`src/lruc_pkg.sv`:
```
// Shared types and constants for the LRU associative cache.
`default_nettype none

package lruc_pkg;

  // Field widths
  localparam int KEY_W     = 32;
  localparam int VALUE_W   = 32;
  localparam int STAMP_W   = 64;
  localparam int ACT_W     = 2;
  localparam int CNT_W     = 5;

  // Stream payload widths
  localparam int S_TDATA_W  = KEY_W + VALUE_W;
  localparam int OUT_RAW_W  = 1 + VALUE_W + 1 + CNT_W;
  localparam int M_TDATA_W  = ((OUT_RAW_W + 7) / 8) * 8;

  // Register port
  localparam int ADDR_W  = 3;
  localparam int PDATA_W = 32;
  localparam logic [ADDR_W-3:0] REG_ACTIVE_SLOTS = 1'b0;
  localparam logic [CNT_W-1:0]  ACTIVE_RESET     = 5'd16;

  // Action codes
  localparam logic [ACT_W-1:0] ACT_PEEK  = 2'd0;
  localparam logic [ACT_W-1:0] ACT_GET   = 2'd1;
  localparam logic [ACT_W-1:0] ACT_PUT   = 2'd2;
  localparam logic [ACT_W-1:0] ACT_CLEAR = 2'd3;

  // Controller to datapath commands
  typedef struct packed {
    logic load;
    logic scan;
    logic update;
    logic capture;
    logic emit;
  } cmd_t;

  // Datapath to controller status
  typedef struct packed {
    logic scan_done;
    logic out_busy;
  } sts_t;

  // Register write towards the slot store
  typedef struct packed {
    logic             wr;
    logic [CNT_W-1:0] lim;
  } cfg_t;

endpackage

`default_nettype wire

```
`src/lruc_regs.sv`:
```
// Register port holding the active slot count and its clamped limit.
`default_nettype none

module lruc_regs import lruc_pkg::*; #(
  parameter int SLOTS = 16
) (
  input  wire logic               clk,
  input  wire logic               rst,
  input  wire logic               psel,
  input  wire logic               penable,
  input  wire logic               pwrite,
  input  wire logic [ADDR_W-1:0]  paddr,
  input  wire logic [PDATA_W-1:0] pwdata,
  output logic      [PDATA_W-1:0] prdata,
  output logic                    pready,
  output logic      [CNT_W-1:0]   lim,
  output cfg_t                    cfg
);

  localparam int LIM_MAX = (SLOTS < 31) ? SLOTS : 31;

  logic [CNT_W-1:0] active_slots;
  logic             sel_active;
  logic             wr_en;

  // Map the written count onto 1..LIM_MAX
  function automatic logic [CNT_W-1:0] clamp_lim(input logic [CNT_W-1:0] v);
    logic [CNT_W-1:0] r;
    if (v == '0) begin
      r = CNT_W'(1);
    end else if (int'(v) > LIM_MAX) begin
      r = CNT_W'(LIM_MAX);
    end else begin
      r = v;
    end
    return r;
  endfunction

  assign pready     = 1'b1;
  assign sel_active = (paddr[ADDR_W-1:2] == REG_ACTIVE_SLOTS);
  assign wr_en      = psel & penable & pwrite & pready;

  // Hold the active slot count
  always_ff @(posedge clk) begin
    if (rst) begin
      active_slots <= ACTIVE_RESET;
    end else if (wr_en && sel_active) begin
      active_slots <= pwdata[CNT_W-1:0];
    end
  end

  // Read back and export the limit
  assign prdata  = sel_active ? PDATA_W'(active_slots) : '0;
  assign lim     = clamp_lim(active_slots);
  assign cfg.wr  = wr_en && sel_active;
  assign cfg.lim = clamp_lim(pwdata[CNT_W-1:0]);

endmodule

`default_nettype wire

```
`src/lruc_ctrl.sv`:
```
// Sequencer for load, slot scan, update, value read and result hand-off.
`default_nettype none

module lruc_ctrl import lruc_pkg::*; (
  input  wire logic clk,
  input  wire logic rst,
  input  wire logic s_tvalid,
  input  wire sts_t sts,
  output logic      s_tready,
  output cmd_t      cmd
);

  localparam logic [2:0] ST_IDLE   = 3'd0;
  localparam logic [2:0] ST_SCAN   = 3'd1;
  localparam logic [2:0] ST_UPDATE = 3'd2;
  localparam logic [2:0] ST_READ   = 3'd3;
  localparam logic [2:0] ST_FINISH = 3'd4;

  logic [2:0] state;
  logic [2:0] state_next;

  // Advance the state
  always_ff @(posedge clk) begin
    if (rst) begin
      state <= ST_IDLE;
    end else begin
      state <= state_next;
    end
  end

  // Decode commands and the next state
  always_comb begin
    state_next = state;
    cmd        = '0;
    s_tready   = 1'b0;
    case (state)
      ST_IDLE: begin
        s_tready = 1'b1;
        if (s_tvalid) begin
          cmd.load   = 1'b1;
          state_next = ST_SCAN;
        end
      end
      ST_SCAN: begin
        cmd.scan = 1'b1;
        if (sts.scan_done) begin
          state_next = ST_UPDATE;
        end
      end
      ST_UPDATE: begin
        cmd.update = 1'b1;
        state_next = ST_READ;
      end
      ST_READ: begin
        cmd.capture = 1'b1;
        state_next  = ST_FINISH;
      end
      ST_FINISH: begin
        if (!sts.out_busy) begin
          cmd.emit   = 1'b1;
          state_next = ST_IDLE;
        end
      end
      default: begin
        state_next = ST_IDLE;
      end
    endcase
  end

endmodule

`default_nettype wire

```
`src/lruc_dp.sv`:
```
// Slot store, scan pipeline, replacement decision and result registers.
`default_nettype none

module lruc_dp import lruc_pkg::*; #(
  parameter int SLOTS = 16
) (
  input  wire logic               clk,
  input  wire logic               rst,
  input  wire cmd_t               cmd,
  output sts_t                    sts,
  input  wire logic [CNT_W-1:0]   lim,
  input  wire cfg_t               cfg,
  input  wire logic [ACT_W-1:0]   in_action,
  input  wire logic [KEY_W-1:0]   in_key,
  input  wire logic [VALUE_W-1:0] in_value,
  input  wire logic               m_tready,
  output logic                    m_tvalid,
  output logic                    out_hit,
  output logic      [VALUE_W-1:0] out_data,
  output logic                    out_evicted,
  output logic      [CNT_W-1:0]   out_count
);

  localparam int IW = (SLOTS > 1) ? $clog2(SLOTS) : 1;
  localparam int XW = (IW > CNT_W) ? IW : CNT_W;

  // Captured item
  logic [ACT_W-1:0]   act;
  logic [KEY_W-1:0]   key;
  logic [VALUE_W-1:0] val;

  // Slot store
  logic [KEY_W-1:0]   key_mem   [SLOTS];
  logic [VALUE_W-1:0] value_mem [SLOTS];
  logic [STAMP_W-1:0] stamp_mem [SLOTS];
  logic [SLOTS-1:0]   slot_valid;
  logic [STAMP_W-1:0] access_clock;

  // Scan pipeline
  logic [XW-1:0]      scan_ptr;
  logic [IW-1:0]      scan_idx;
  logic               issue;
  logic               st_go;
  logic               st_last;
  logic               st_slot_v;
  logic [IW-1:0]      st_idx;
  logic [KEY_W-1:0]   key_rd;
  logic [STAMP_W-1:0] stamp_rd;
  logic [VALUE_W-1:0] value_rd;

  // Scan findings
  logic               found;
  logic [IW-1:0]      found_idx;
  logic               best_v;
  logic [IW-1:0]      best_idx;
  logic [STAMP_W-1:0] best_stamp;
  logic               free_v;
  logic [IW-1:0]      free_idx;
  logic [CNT_W-1:0]   count;

  // Result staging
  logic               res_hit;
  logic               res_evicted;
  logic [CNT_W-1:0]   res_count;
  logic [VALUE_W-1:0] res_data;

  // Update decode
  logic               is_get;
  logic               put_ok;
  logic               full;
  logic               do_refresh;
  logic               do_insert;
  logic [IW-1:0]      ins_idx;
  logic [STAMP_W-1:0] clock_inc;
  logic               stamp_we;
  logic [IW-1:0]      stamp_wa;

  assign scan_idx   = scan_ptr[IW-1:0];
  assign issue      = cmd.scan && (scan_ptr < XW'(lim));
  assign is_get     = (act == ACT_GET);
  assign put_ok     = (act == ACT_PUT) && (val != '0);
  assign do_refresh = found && (is_get || put_ok);
  assign do_insert  = put_ok && !found;
  assign full       = (count >= lim);
  assign ins_idx    = full ? best_idx : free_idx;
  assign clock_inc  = access_clock + STAMP_W'(1);
  assign stamp_we   = cmd.update && (do_refresh || do_insert);
  assign stamp_wa   = do_refresh ? found_idx : ins_idx;

  assign sts.scan_done = st_go && st_last;
  assign sts.out_busy  = m_tvalid && !m_tready;

  // Read and write the slot memories
  always_ff @(posedge clk) begin
    if (issue) begin
      key_rd   <= key_mem[scan_idx];
      stamp_rd <= stamp_mem[scan_idx];
    end
    if (cmd.update) begin
      value_rd <= value_mem[found_idx];
    end
    if (stamp_we) begin
      stamp_mem[stamp_wa] <= clock_inc;
    end
    if (cmd.update && do_insert) begin
      key_mem[ins_idx]   <= key;
      value_mem[ins_idx] <= val;
    end
  end

  // Hold valid bits, access clock, scan pointer and output valid
  always_ff @(posedge clk) begin
    if (rst) begin
      slot_valid   <= '0;
      access_clock <= '0;
      scan_ptr     <= '0;
      st_go        <= 1'b0;
      m_tvalid     <= 1'b0;
    end else begin
      if (cfg.wr) begin
        for (int i = 0; i < SLOTS; i++) begin
          if (i >= int'(cfg.lim)) begin
            slot_valid[i] <= 1'b0;
          end
        end
      end
      if (cmd.update) begin
        if (act == ACT_CLEAR) begin
          slot_valid <= '0;
        end else if (do_insert && !full) begin
          slot_valid[free_idx] <= 1'b1;
        end
        if (do_refresh || do_insert) begin
          access_clock <= clock_inc;
        end
      end
      if (cmd.load) begin
        scan_ptr <= '0;
        st_go    <= 1'b0;
      end else begin
        st_go <= issue;
        if (issue) begin
          scan_ptr <= scan_ptr + XW'(1);
        end
      end
      if (cmd.emit) begin
        m_tvalid <= 1'b1;
      end else if (m_tready) begin
        m_tvalid <= 1'b0;
      end
    end
  end

  // Capture the item, track findings and stage the result
  always_ff @(posedge clk) begin
    if (issue) begin
      st_idx    <= scan_idx;
      st_slot_v <= slot_valid[scan_idx];
      st_last   <= (scan_ptr == XW'(lim) - XW'(1));
    end
    if (cmd.load) begin
      act    <= in_action;
      key    <= in_key;
      val    <= in_value;
      found  <= 1'b0;
      best_v <= 1'b0;
      free_v <= 1'b0;
      count  <= '0;
    end else if (st_go) begin
      if (st_slot_v) begin
        count <= count + CNT_W'(1);
      end
      if (st_slot_v && (key_rd == key) && !found) begin
        found     <= 1'b1;
        found_idx <= st_idx;
      end
      // Strict compare keeps the lowest index on a tie
      if (st_slot_v && (!best_v || (stamp_rd < best_stamp))) begin
        best_v     <= 1'b1;
        best_idx   <= st_idx;
        best_stamp <= stamp_rd;
      end
      if (!st_slot_v && !free_v) begin
        free_v   <= 1'b1;
        free_idx <= st_idx;
      end
    end
    if (cmd.update) begin
      res_hit     <= found && (act != ACT_CLEAR) && ((act != ACT_PUT) || (val != '0));
      res_evicted <= do_insert && full;
      if (act == ACT_CLEAR) begin
        res_count <= CNT_W'(0);
      end else if (do_insert && !full) begin
        res_count <= count + CNT_W'(1);
      end else begin
        res_count <= count;
      end
    end
    if (cmd.capture) begin
      res_data <= (is_get && found) ? value_rd : '0;
    end
    if (cmd.emit) begin
      out_hit     <= res_hit;
      out_data    <= res_data;
      out_evicted <= res_evicted;
      out_count   <= res_count;
    end
  end

endmodule

`default_nettype wire

```
`src/lru_associative_cache.sv`:
```
// Top level of the fully associative LRU cache with stream and register ports.
// One item at a time: the next is taken only after the last has been scanned, updated,
// read and emitted. The slot scan reads one key and stamp per cycle.
// The next item is taken while an earlier result still waits in the output register.
// Reset (synchronous, active high): all slots invalid, access clock zero, 16 active slots.
// No clearing pass follows reset; items are accepted from the first cycle after it.
`default_nettype none

module lru_associative_cache import lruc_pkg::*; #(
  parameter int SLOTS = 16
) (
  input  wire logic                 clk,
  input  wire logic                 rst,
  input  wire logic                 s_tvalid,
  output logic                      s_tready,
  input  wire logic [S_TDATA_W-1:0] s_tdata,   // key, value
  input  wire logic [ACT_W-1:0]     s_tuser,   // action
  output logic                      m_tvalid,
  input  wire logic                 m_tready,
  output logic      [M_TDATA_W-1:0] m_tdata,   // hit, data, evicted, occupied_count, zero pad
  input  wire logic                 psel,
  input  wire logic                 penable,
  input  wire logic                 pwrite,
  input  wire logic [ADDR_W-1:0]    paddr,
  input  wire logic [PDATA_W-1:0]   pwdata,
  output logic      [PDATA_W-1:0]   prdata,
  output logic                      pready
);

  cmd_t               cmd;
  sts_t               sts;
  cfg_t               cfg;
  logic [CNT_W-1:0]   lim;
  logic               out_hit;
  logic [VALUE_W-1:0] out_data;
  logic               out_evicted;
  logic [CNT_W-1:0]   out_count;

  lruc_regs #(.SLOTS(SLOTS)) u_regs (
    .clk     (clk),
    .rst     (rst),
    .psel    (psel),
    .penable (penable),
    .pwrite  (pwrite),
    .paddr   (paddr),
    .pwdata  (pwdata),
    .prdata  (prdata),
    .pready  (pready),
    .lim     (lim),
    .cfg     (cfg)
  );

  lruc_ctrl u_ctrl (
    .clk      (clk),
    .rst      (rst),
    .s_tvalid (s_tvalid),
    .sts      (sts),
    .s_tready (s_tready),
    .cmd      (cmd)
  );

  lruc_dp #(.SLOTS(SLOTS)) u_dp (
    .clk         (clk),
    .rst         (rst),
    .cmd         (cmd),
    .sts         (sts),
    .lim         (lim),
    .cfg         (cfg),
    .in_action   (s_tuser),
    .in_key      (s_tdata[KEY_W-1:0]),
    .in_value    (s_tdata[KEY_W +: VALUE_W]),
    .m_tready    (m_tready),
    .m_tvalid    (m_tvalid),
    .out_hit     (out_hit),
    .out_data    (out_data),
    .out_evicted (out_evicted),
    .out_count   (out_count)
  );

  // Pack the result fields, lowest first
  assign m_tdata = M_TDATA_W'({out_count, out_evicted, out_data, out_hit});

endmodule

`default_nettype wire

```
`config.mk`:
```
export PLATFORM = sky130hd
export DESIGN_NAME = lru_associative_cache
export DESIGN_NICKNAME = d
export VERILOG_FILES = /design/src/lruc_pkg.sv /design/src/lruc_regs.sv /design/src/lruc_ctrl.sv /design/src/lruc_dp.sv /design/src/lru_associative_cache.sv
export SDC_FILE = /design/constraint.sdc
export NUM_CORES = 2
export LEC_CHECK = 0
export BUFFER_PORTS_ARGS = -buffer_cell sky130_fd_sc_hd__buf_2
export CAP_MARGIN = 20
export CORE_MARGIN = 2
export CORE_UTILIZATION = 45
export CTS_BUF_LIST = sky130_fd_sc_hd__clkbuf_4
export DETAILED_ROUTE_END_ITERATION = 10
export PLACE_DENSITY_LB_ADDON = 0.1
export SYNTH_ARGS = -nofsm -noshare
export SYNTH_HDL_FRONTEND = slang
export SYNTH_SLANG_ARGS = --single-unit
```
`constraint.sdc`:
```
create_clock -name clk -period 16.15 [get_ports clk]
set_clock_uncertainty 0.2 [all_clocks]
set_input_delay 3.23 -clock clk [delete_from_list [all_inputs] [get_ports clk]]
set_output_delay 3.23 -clock clk [all_outputs]
set_load 0.01 [all_outputs]
```
-- Word-level counts from Yosys, hierarchy flattened
Memories as Yosys holds them, arrays and structs flattened. A register that Yosys moved wholly into a read port is not among the register bits.
Index checks and enable logic that the tools add are counted.
- add/subtract/negate cells: 4
- $lt $le $gt $ge: 24
- equal/unequal tests: 14
- multiplexer cells: 51
- bitwise operators: 5
- reduce and logical (&&, ||, !) cells: 44
- operators with widths (cell ; number):
    16-bit two-way mux ; 5
    64-bit by 1-bit adder with 64-bit output, second input constant ; 1
    64-bit less-than comparator ; 1
    4-bit by 5-bit >= comparator with 1-bit output, first input constant ; 8
    32-bit equality test ; 1
    1-bit two-way mux ; 32
    32-bit nonzero test ; 1
    5-bit two-way mux ; 6
    3-bit by 5-bit >= comparator with 1-bit output, first input constant ; 4
    1-bit logical AND ; 19
    16-bit bitwise OR ; 1
    3-bit case mux with 5 select lines ; 1
    3-bit AND reduction ; 4
    5-bit by 1-bit adder with 5-bit output, second input constant ; 2
    1-bit by 5-bit >= comparator with 1-bit output, first input constant ; 2
    2-bit by 5-bit >= comparator with 1-bit output, first input constant ; 2
    5-bit > comparator, second input constant ; 2
    5-bit logical NOT ; 2
    4-bit by 5-bit less-than comparator with 1-bit output, second input constant ; 2
    2-bit inequality test, second input constant ; 5
    2-bit AND reduction ; 5
    3-bit two-way mux ; 3
    4-bit two-way mux ; 2
    3-bit by 2-bit equality test with 1-bit output, second input constant ; 2
    other kinds (18) ; 29
- bits in registers: 329
- memory bits (writable): 2048
- bits of input ports: 108
- output and inout bits: 75
- memories: 3
- memory list (name ; words ; bits a word ; rd ports ; clocked after memory_dff ; wr ports ; line ; source):
    u_dp.stamp_mem ; 16 ; 64 ; 1 ; 1 ; 1 ; lruc_dp.sv:35 ; logic [STAMP_W-1:0] stamp_mem [SLOTS];
    u_dp.key_mem ; 16 ; 32 ; 1 ; 1 ; 1 ; lruc_dp.sv:33 ; logic [KEY_W-1:0] key_mem [SLOTS];
    u_dp.value_mem ; 16 ; 32 ; 1 ; 1 ; 1 ; lruc_dp.sv:34 ; logic [VALUE_W-1:0] value_mem [SLOTS];

-- Depth between registers and ports, before layout
- depth after elaboration: 11
- depth in mapped cells: 11
- depth with buffers taken out: 10

-- Hierarchy
Synthesis repeated with hierarchy kept, for this count alone.
- cell total of the unflattened synthesis: 4425
- area total of the unflattened synthesis: 96575.1 µm²
- modules (own cells, without submodules) (module ; times used ; cells an instance ; area each (µm²) ; seq. area each (µm²)):
    lruc_dp ; 1 ; 4320 ; 95738.1 ; 74031.0
    lruc_regs ; 1 ; 72 ; 564.3 ; 100.1
    lruc_ctrl ; 1 ; 29 ; 246.5 ; 60.1
    lru_associative_cache ; 1 ; 4 ; 26.3 ; 0.0

-- Least setup slack after synthesis
Ideal clock, no wire load.
- kind: register to register
- from: register u_regs.active_slots[1]
- to: memory u_dp.stamp_mem[12][0] (enable)
- setup time: 0.644 ns
- data arrival time: 8.467 ns
- setup slack: 6.838 ns
- stages on the path, launching flop included: 11
- clock period less this slack: 9.312 ns
- path through: dfxtp_1 > nor3_1 > nor2_1 > nor2_1 > ha_1 > nand2b_1 > a31oi_1 > o21ai_1 > mux2_2 > mux2_2 > nor4_1
- cells in the longest elaborated chain, start to end: 6
- elaborated cells on any way between the ends: 7
- classes of those cells: order compare: 2; mux: 4; reduce/logical: 1
- ends and longest elaborated chain (what ; line ; source):
    start, declared ; lruc_regs.sv:22 ; logic [CNT_W-1:0] active_slots;
    start signal, assigned ; lruc_regs.sv:48 ; active_slots <= pwdata[CNT_W-1:0];
    5-bit > comparator ; lruc_regs.sv:31 ; end else if (int'(v) > LIM_MAX) begin
    5-bit two-way mux ; lruc_regs.sv:31 ;
    5-bit two-way mux * ; lruc_regs.sv:29 ; if (v == '0) begin
    5-bit >= comparator * ; lruc_dp.sv:84 ; assign full = (count >= lim);
    4-bit two-way mux * ; lruc_dp.sv:85 ; assign ins_idx = full ? best_idx : free_idx;
    4-bit two-way mux * ; lruc_dp.sv:88 ; assign stamp_wa = do_refresh ? found_idx : ins_idx;
    end, declared ; lruc_dp.sv:35 ;
Every way passes the cells marked *; elsewhere a longest branch is shown, timed or not.

-- Worst setup path in the final report
- from: input paddr[2]
- to: output prdata[2]
- cells in the longest elaborated chain, start to end: 1
- ends and longest elaborated chain (what ; line ; source):
    start, declared ; lru_associative_cache.sv:24 ; input wire logic [ADDR_W-1:0] paddr,
    5-bit two-way mux ; lruc_regs.sv:53 ; assign prdata = sel_active ? PDATA_W'(active_slots) : '0;
    end, declared ; lru_associative_cache.sv:26 ; output logic [PDATA_W-1:0] prdata,
Every way passes these cells.

==> flow_summary.toml <==
[run]
maxCapViolations = 0

[power_and_ir_drop]
p_comb_share_pct = 2.2
swShare_pct = 20.9
powerDensity_nw_per_um2 = 118
switchingPower_uw = 2700
ir_worst_vdd_v = 0.0000757
internal_power_uw = 10200
cellLeakagePower_uw = 0.0352
clock_power_share_pct = 42.4
seqPwrFrac_pct = 55.5

[setup_path]
cp_data_arrival_time_ns = 3.81
cp_slowest_cell = "buf_2"
worst_ep_required_time_ns = 12.72
worstSetupPathType = "in2out"
worstPathCellList = "buf_2 > nor2b_1 > buf_2"
cp_max_fo = 6
max_stage_delay_ns = 0.34
cp_num_buf_inv = 2
critPathTopFamily = "buffers and inverters"
startpoint_type = "input port"
end_kind = "primary output"
crit_top_cell = "buf_2"

[sta]
setup_viol = 0
setup_tns_ns = 0
fmaxAchievable_mhz = 138
setup_ws_ns = 8.91
finalHoldViolCount = 0
maxSlewViolCount = 0
min_period_ns = 7.24
maxSlewHeadroom_pct = 24.6
tightest_slew_ns = 1.12
fin_crit_sh_pct = 44.8
rsz0062_at_grt = "false"

[logic_synthesis]
synthAdderAreaFrac_pct = 1.00
synth-simple-area-share_pct = 2.71
synth_seq_cells = 2505
synth_xor_area_share_pct = 1.15
syn_area_per_cell_um2 = 21.9
synth.mux.area_fraction_pct = 15.3
synthTopCellsByArea = "edfxtp_1 75%, mux4_2 15%, dfxtp_1 2.1%"
synth_common_cells = "2402 x edfxtp_1, 645 x mux4_2, 148 x clkbuf_1"
yosys_warnings = 0
synth_edf_count = 2402
synthCells = 4403
ys_seq_area_share_pct = 77.0
synth_top_family_by_area = "multiplexers"
ys.flop_type = "edfxtp_1"
yosys.area.top_type = "edfxtp_1"
synth_most_common_cell = "edfxtp_1"
synth_top_area_share_pct = 74.9
netlist-cell-type-count = 63
synth_area_um2 = 96300
async_flop_share_pct = 0
synth_compound_area_share_pct = 1.47

[cts]
cts_setup_buffers = 0
root_buffer = "clkbuf_4"
post_cts_resized = 0
numCtsBuffers = 667
cts_max_level = 6
cts.sinks = 2505
cts.path.max_buffers = 4
clock_latency_ns = 1.42
cts_tree = "done"
clkTransAtPathRegs_ns = 0.06
hold_buffers = 0

[worst_hold_path]
hp-class = "reg2reg"

[floorplanning]
coreArea_um2 = 213000
rows = 169
fp.dieH_um = 467
die_w_um = 467
ios = 183
die_area_um2 = 218000
start_util_pct = 45.3

[global_route]
grt_pass1_wl_um = 334000
grt_pass1_vias = 49700
grt_antenna_before_repair = 18
grt_util_all_layers_pct = 21.3
grt_max_degree = 131
grt_overflow = 0

[layout]
syn2layout_area_growth_pct = 13.6
fillCellCount = 17200
final_util_pct = 51.5
drive_gt1_share_pct = 36.3
multi_input_area_um2 = 21200
stdcell_area_um2 = 109000
final_cell_count_no_fill = 8414
layout.nets = 5334
final-seq-area_um2 = 74200

[placed_design]
dpl-instance-area_um2 = 101000
gp_congestion = 0.780
place_inst = 7270
port_buffers = 124
hpwl_um = 115000
post-place-ws_ns = 8.87

[outcome]
status = "finished, final reports clean"

[route]
vias = 47100
via_per_inst = 5.60
drc_errors = 0
ant_nets = 0
routed_wl_um = 229000
firstDrtPassIters = 5
drtIter0Drc = 4237
avgRoutedWirePerCell_um = 27.3
## registers in the layout (all words and copies together) (netlist names), 5 cells and up
register	cells
u_regs.active_slots	5
u_dp.count	5
u_dp.val	32
u_dp.res_count	5
u_dp.value_rd	32
u_dp.key	32
u_dp.res_data	32
u_dp.key_mem	512
u_dp.best_stamp	64
u_dp.stamp_mem	1024
u_dp.key_rd	32
u_dp.access_clock	64
u_dp.slot_valid	16
u_dp.out_data	32
u_dp.stamp_rd	64
u_dp.out_count	5
u_dp.scan_ptr	5
u_dp.value_mem	512
## power groups by stage
stage	Combinational, uW	Sequential (uW)	Clock [uW]
global route	304	7170	6010
CTS	286	7170	5670
detailed placement	286	7310	0
floorplan	208	7280	0
finish	278	7170	5480
global placement	285	7300	0
## path summary, 6_finish.rpt
path	startpoint	endpoint	slack [ns]	depth (start not counted)
worst max-delay path	paddr[2]	prdata[2]	8.91	3
worst min-delay path	u_dp.res_data[22]	u_dp.out_data[22]	0.22	0
worst max register to register	u_dp.val[6]	u_dp.stamp_mem[6][34]	9.98	9
worst min register to register	u_dp.res_data[22]	u_dp.out_data[22]	0.22	0
## cells in the final DEF (no fill, tap or decap), types with 14 or more instances in the layout
cell,count
nor2_4,19
xnor2_1,70
o21ai_0,53
a2111oi_0,15
mux4_2,645
and2_1,36
nor4_2,17
buf_2,125
nand3_1,48
inv_1,85
edfxtp_1,2402
clkinv_1,75
xor2_1,54
nor4_1,19
nor3_1,14
or3_1,23
o31ai_1,23
nor2_1,95
conb_1,29
nand2_1,76
nand4_1,41
or4_1,23
clkbuf_4,991
ha_1,77
buf_4,146
dfxtp_1,99
a21oi_1,83
## layout make-up
class                   instances  share of cell area (%)
flip-flops and latches       2505                    67.8
multi-input cells            1609                    19.4
clock buffers                 991                    6.80
well taps                    2821                    3.23
repair buffers                279                    1.70
clock inverters               114                   0.742
inverters                      87                   0.299
diodes                          8                  0.0183
## cells by family after synthesis
kind of cell | after synthesis
adder cells (fa/ha/maj) | 77
AO/OA/AOI/OAI | 232
AND/OR/NAND/NOR | 480
other | 2
buffers and inverters | 316
flip-flops | 2505
multiplexers | 665
XOR/XNOR | 126
## routing by layer
metal  global-route usage [%]  vias up  part of all wire, %
met3                     4.35      350                  5.6
met2                     34.4     1508                   49
met5                        0        -               0.0057
li1                         -    20300                    -
met4                     6.64        2                  2.2
met1                     29.1    25000                   43
## worst register-to-register path: cells and delay by family, from the launching register on
| family | cells | cell delay (ns) |
|---|---|---|
| simple gates | 3 | 1.82 |
| compound gates | 2 | 0.73 |
| mux | 1 | 0.43 |
| flops | 1 | 0.69 |
| buf+inv | 3 | 1.79 |
## through the flow
stage / hold slack (ns) / power [uW]
5_1_grt: 0.224 / 13500
6_report: 0.218 / 12900
2_1_floorplan: 0.200 / 7490
4_1_cts: 0.217 / 13100
3_5_place_dp: 0.205 / 7590
3_3_place_gp: 0.201 / 7590
Power figures use the tool's default switching activity.
